### config.mk
export PLATFORM = sky130hd
export DESIGN_NAME = cmwc_ctrl
export DESIGN_NICKNAME = d
export VERILOG_FILES = /design/src/hw/rtl/cmwc_pkg.sv /design/src/hw/rtl/cmwc_ctrl.sv
export SDC_FILE = /design/constraint.sdc
export NUM_CORES = 1
export LEC_CHECK = 0
export BUFFER_PORTS_ARGS = -buffer_cell sky130_fd_sc_hd__buf_2
export CORE_AREA = 8 8 45 47
export DETAILED_ROUTE_END_ITERATION = 10
export DIE_AREA = 0 0 53 55
export GPL_TIMING_DRIVEN = 0
export PLACE_DENSITY = 0.54
export SYNTH_ARGS = -nofsm -noshare
export SYNTH_HDL_FRONTEND = slang
export SYNTH_SLANG_ARGS = --single-unit
export TNS_END_PERCENT = 100
### constraint.sdc
create_clock -name clk -period 3.05 [get_ports clk]
set_input_delay 0.4575 -clock clk [delete_from_list [all_inputs] [get_ports clk]]
set_output_delay 0.4575 -clock clk [all_outputs]
set_load 0.02 [all_outputs]
### src/hw/rtl/cmwc_pkg.sv
// Shared constants, codes and control types of the CMWC generator.
package cmwc_pkg;

  localparam logic [31:0] PHI_WORD   = 32'haaf219b4;
  localparam logic [14:0] MULT_WORD  = 15'd18782;
  localparam logic [31:0] COMP_WORD  = 32'hfffffffe;
  localparam logic [31:0] CARRY_INIT = 32'd362436;

  typedef enum logic {
    OP_DRAW   = 1'b0,
    OP_RESEED = 1'b1
  } op_t;

  // commands from controller to datapath
  typedef struct packed {
    logic clr_step;    // write one zero entry of the post-reset sweep
    logic seed_load;   // latch the seed, restart the sweep counter
    logic seed_step;   // write one reseeded entry
    logic draw_issue;  // advance the index and read its entry
    logic draw_mul;    // form the product-sum
    logic draw_fin;    // finish the draw: store the word, update the carry
  } cmd_t;

  // status from datapath to controller
  typedef struct packed {
    logic sweep_last;  // sweep counter sits on the last table entry
  } stat_t;

endpackage

### src/hw/rtl/cmwc_ctrl.sv
// Controller state machine of the CMWC generator.
module cmwc_ctrl (
  input  logic            clk,
  input  logic            rst_n,
  input  logic            in_valid,
  input  logic            in_operation,
  output logic            in_ready,
  input  logic            out_ready,
  output logic            out_valid,
  output cmwc_pkg::cmd_t  cmd,
  input  cmwc_pkg::stat_t stat
);

  typedef enum logic [4:0] {
    S_CLR  = 5'b00001,
    S_IDLE = 5'b00010,
    S_MUL  = 5'b00100,
    S_FIN  = 5'b01000,
    S_SEED = 5'b10000
  } state_t;

  state_t state_r, state_nxt;
  logic   out_valid_r, out_valid_nxt;
  logic   out_free;
  logic   accept;

  assign out_free  = !out_valid_r || out_ready;
  assign in_ready  = (state_r == S_IDLE) || ((state_r == S_FIN) && out_free);
  assign accept    = in_valid && in_ready;
  assign out_valid = out_valid_r;

  always_comb begin
    state_nxt     = state_r;
    out_valid_nxt = out_valid_r && !out_ready;
    cmd           = '0;
    unique case (state_r)
      S_CLR: begin
        cmd.clr_step = 1'b1;
        if (stat.sweep_last) begin
          state_nxt = S_IDLE;
        end
      end
      S_IDLE: begin
        if (accept) begin
          if (in_operation == cmwc_pkg::OP_RESEED) begin
            cmd.seed_load = 1'b1;
            state_nxt     = S_SEED;
          end else begin
            cmd.draw_issue = 1'b1;
            state_nxt      = S_MUL;
          end
        end
      end
      S_MUL: begin
        cmd.draw_mul = 1'b1;
        state_nxt    = S_FIN;
      end
      S_FIN: begin
        if (out_free) begin
          cmd.draw_fin  = 1'b1;
          out_valid_nxt = 1'b1;
          state_nxt     = S_IDLE;
          // next transaction may enter while this draw retires
          if (accept) begin
            if (in_operation == cmwc_pkg::OP_RESEED) begin
              cmd.seed_load = 1'b1;
              state_nxt     = S_SEED;
            end else begin
              cmd.draw_issue = 1'b1;
              state_nxt      = S_MUL;
            end
          end
        end
      end
      S_SEED: begin
        cmd.seed_step = 1'b1;
        if (stat.sweep_last) begin
          state_nxt = S_IDLE;
        end
      end
      default: begin
        state_nxt = S_CLR;
      end
    endcase
  end

  always_ff @(posedge clk) begin
    if (!rst_n) begin
      state_r     <= S_CLR;
      out_valid_r <= 1'b0;
    end else begin
      state_r     <= state_nxt;
      out_valid_r <= out_valid_nxt;
    end
  end

  a_out_from_fin: assert property (@(posedge clk) disable iff (!rst_n)
    $rose(out_valid_r) |-> $past(state_r == S_FIN))
    else $error("result raised outside the finish step");

  a_no_accept_in_sweep: assert property (@(posedge clk) disable iff (!rst_n)
    (state_r == S_CLR || state_r == S_SEED) |-> !in_ready)
    else $error("input ready during a table sweep");

  a_mul_after_draw: assert property (@(posedge clk) disable iff (!rst_n)
    (state_r == S_MUL) |-> $past(cmd.draw_issue))
    else $error("multiply step without a draw issue");

  a_fin_needs_room: assert property (@(posedge clk) disable iff (!rst_n)
    cmd.draw_fin |-> out_free)
    else $error("draw retired over a pending result");

endmodule

==> flow_summary.toml <==
[status]
status = "finished clean"

[die]
rows = 14
ioPinCount = 14
initial_core_util = 0.2532
die-area_um2 = 2915
die_y_um = 55
die_w_um = 53
core-area_um2 = 1384

[grt]
antenna_found_initial = 0
grtUsageTotal = 0.06568
first_global_vias = 347
grt_pass1_wl_um = 1428
grt_max_degree = 10
grt.overflow.total = 0

[synth]
synth_cell_type_count = 22
synthCells = 45
syn_area_um2 = 350.3
ys_ff_latch = 6
avgSynthCellArea_um2 = 7.785
async_reset_ff_frac = 0
synth-edff-count = 0
seq_area_frac_synth = 0.3429
syn_nets = 51
synth_warnings = 0
synthFlopType = "dfxtp_1"

[routing]
wirelength_um = 880
avgRoutedWirePerCell_um = 11.43
ant_nets = 0
via_count = 377
drtIter0Drc = 2
drc = 0
drtPass1Iterations = 3
vias_per_cell = 4.896

[timing]
rsz0062_at_grt = "no"
setup_tns_ns = 0
fin_worst_skew_ns = 0.004399
relSlewSlack = 0.7761
hold_viol = 0
holdWs_ns = 0.4130
min_period_ns = 2.008
setup_viol = 0
worst_pin_slew_ns = 0.3328
max_freq_mhz = 497.9
fin_crit_sh = 0.6584
finalMaxSlewViolations = 0

[clocking]
clockBufferDepth = 2
clock-sinks = 6
htree_num_levels = 1
postCtsSetupRepairBufs = 0
cts-root-buf = "clkbuf_4"
cts_resized = 0
tritoncts = "built"
worstSkewPairLatency_ns = 0.25
postCtsHoldBufs = 0
cts_buffers = 3
clk_pin_slew_ns = 0.05

[final_layout]
instances_no_fill = 77
antenna_cells = 0
fin_util = 0.3309
drive_gt1_frac = 0.2951
area_growth_pct = 30.71
fill_cells = 159
fin_nets = 69

[power]
combPwrFrac = 0.180
ir_drop_mv = 0.1553
finalPower_uw = 197.7
power.internal_uw = 142.8
power_switching_uw = 54.85
clockPowerShare = 0.379
powerDensity_nw_per_um2 = 431.6
leakage_nw = 0.2102
seq_power_share = 0.441
switching_share = 0.2775

[worst_setup_path]
worst-setup-path-type = "reg2out"
crit_fanout = 7
crit_arrival_ns = 1.55
required_ns = 2.59
critPathLaunch = "state_r[1]$_SDFFE_PN0P_"
end_kind = "primary output"
reg2reg_from = "state_r[1]$_SDFFE_PN0P_"
critPathLaunchType = "register"

[placement]
dpl.cell_count = 74
dp_hpwl_um = 692.8
gp_congestion = 0.7181
portBuffers = 13

[job]
cap_violations = 0

[worst_hold_path]
hp-class = "in2reg"
min-delay-start = "in_operation"
==> cell usage after synthesis, types with 2 or more instances <==
library cell / instances / area (µm²)
nor3b_1: 2 / 15.01
nor3_1: 2 / 10.01
nand2_1: 3 / 11.26
nor2_1: 5 / 18.77
dfxtp_1: 6 / 120.1
nor2b_1: 4 / 25.02
a21oi_1: 2 / 10.01
nor4b_1: 2 / 17.52
o21ai_0: 2 / 10.01
inv_1: 3 / 11.26
nand2b_1: 3 / 18.77
==> metal layers <==
metal	routed length [µm]	GRT usage
met1	413	0.07634
met2	411	0.09961
met3	39	0.01872
met4	17	0.05172
met5	0	0
==> kinds of logic (layout without fill, tap and decap cells) <==
family | Yosys count | in the layout | share of synthesized area
flip-flops | 6 | 6 | 0.3429
XOR/XNOR | 1 | 1 | 0.02500
AO/OA/AOI/OAI | 8 | 8 | 0.1464
buffers and inverters | 3 | 19 | 0.03214
AND/OR/NAND/NOR | 27 | 27 | 0.4536
==> cell usage in the layout, fill, tap and decap left out, drive strengths merged, types with 3 or more instances in the layout <==
master,synthesis,routed
dfxtp,6,6
nor2,5,5
nand2b,3,3
inv,3,3
nor2b,4,4
o21ai,3,3
buf,0,13
clkbuf,0,3
nand2,3,3
a21oi,3,3
==> critical path, cell delays in order, from the launching register on <==
cell     delay (ns)
dfxtp_1        0.42
or2b_1         0.26
o21ai_1        0.11
nand2_1        0.13
nor3b_1        0.19
buf_2          0.19
==> area by class of cell <==
type / count / area [µm²] / area share
clock buffer: 3 / 22.52 / 0.04918
inverter: 3 / 11.26 / 0.02459
multi-input combinational: 36 / 219.0 / 0.4781
sequential: 6 / 120.1 / 0.2623
tap: 16 / 20.02 / 0.04372
timing repair buffer: 13 / 65.06 / 0.1421
==> worst paths after layout <==
kind	end	slack, ns	cells after the start
worst max-delay path	cmd[2]	1.04	5
worst min-delay path	state_r[2]$_SDFFE_PN0P_	0.41	2
worst max register to register	state_r[4]$_SDFFE_PN0P_	1.70	3
worst min register to register	state_r[3]$_SDFFE_PN0P_	0.56	1
==> registers in the layout, summed over array words and instances, names as in the netlist <==
register	cells
out_valid	1
state_r	5
==> power by group through the flow <==
stage / logic [mW] / registers (mW) / clock network [mW]
after floorplan: 0.0248 / 0.0872 / 0
after global placement: 0.0350 / 0.0889 / 0
after detailed placement: 0.0356 / 0.0884 / 0
after CTS: 0.0358 / 0.0871 / 0.0757
after global routing: 0.0391 / 0.0877 / 0.0814
final: 0.0356 / 0.0872 / 0.0749
==> stage by stage <==
step	setup slack (ns)	cell area, µm²
after floorplan	1.229	350.3
after global placement	1.286	435.4
after detailed placement	1.287	435.4
after CTS	1.019	457.9
after global routing	0.9277	457.9
final	1.042	457.9
Power figures use the tool's default switching activity.
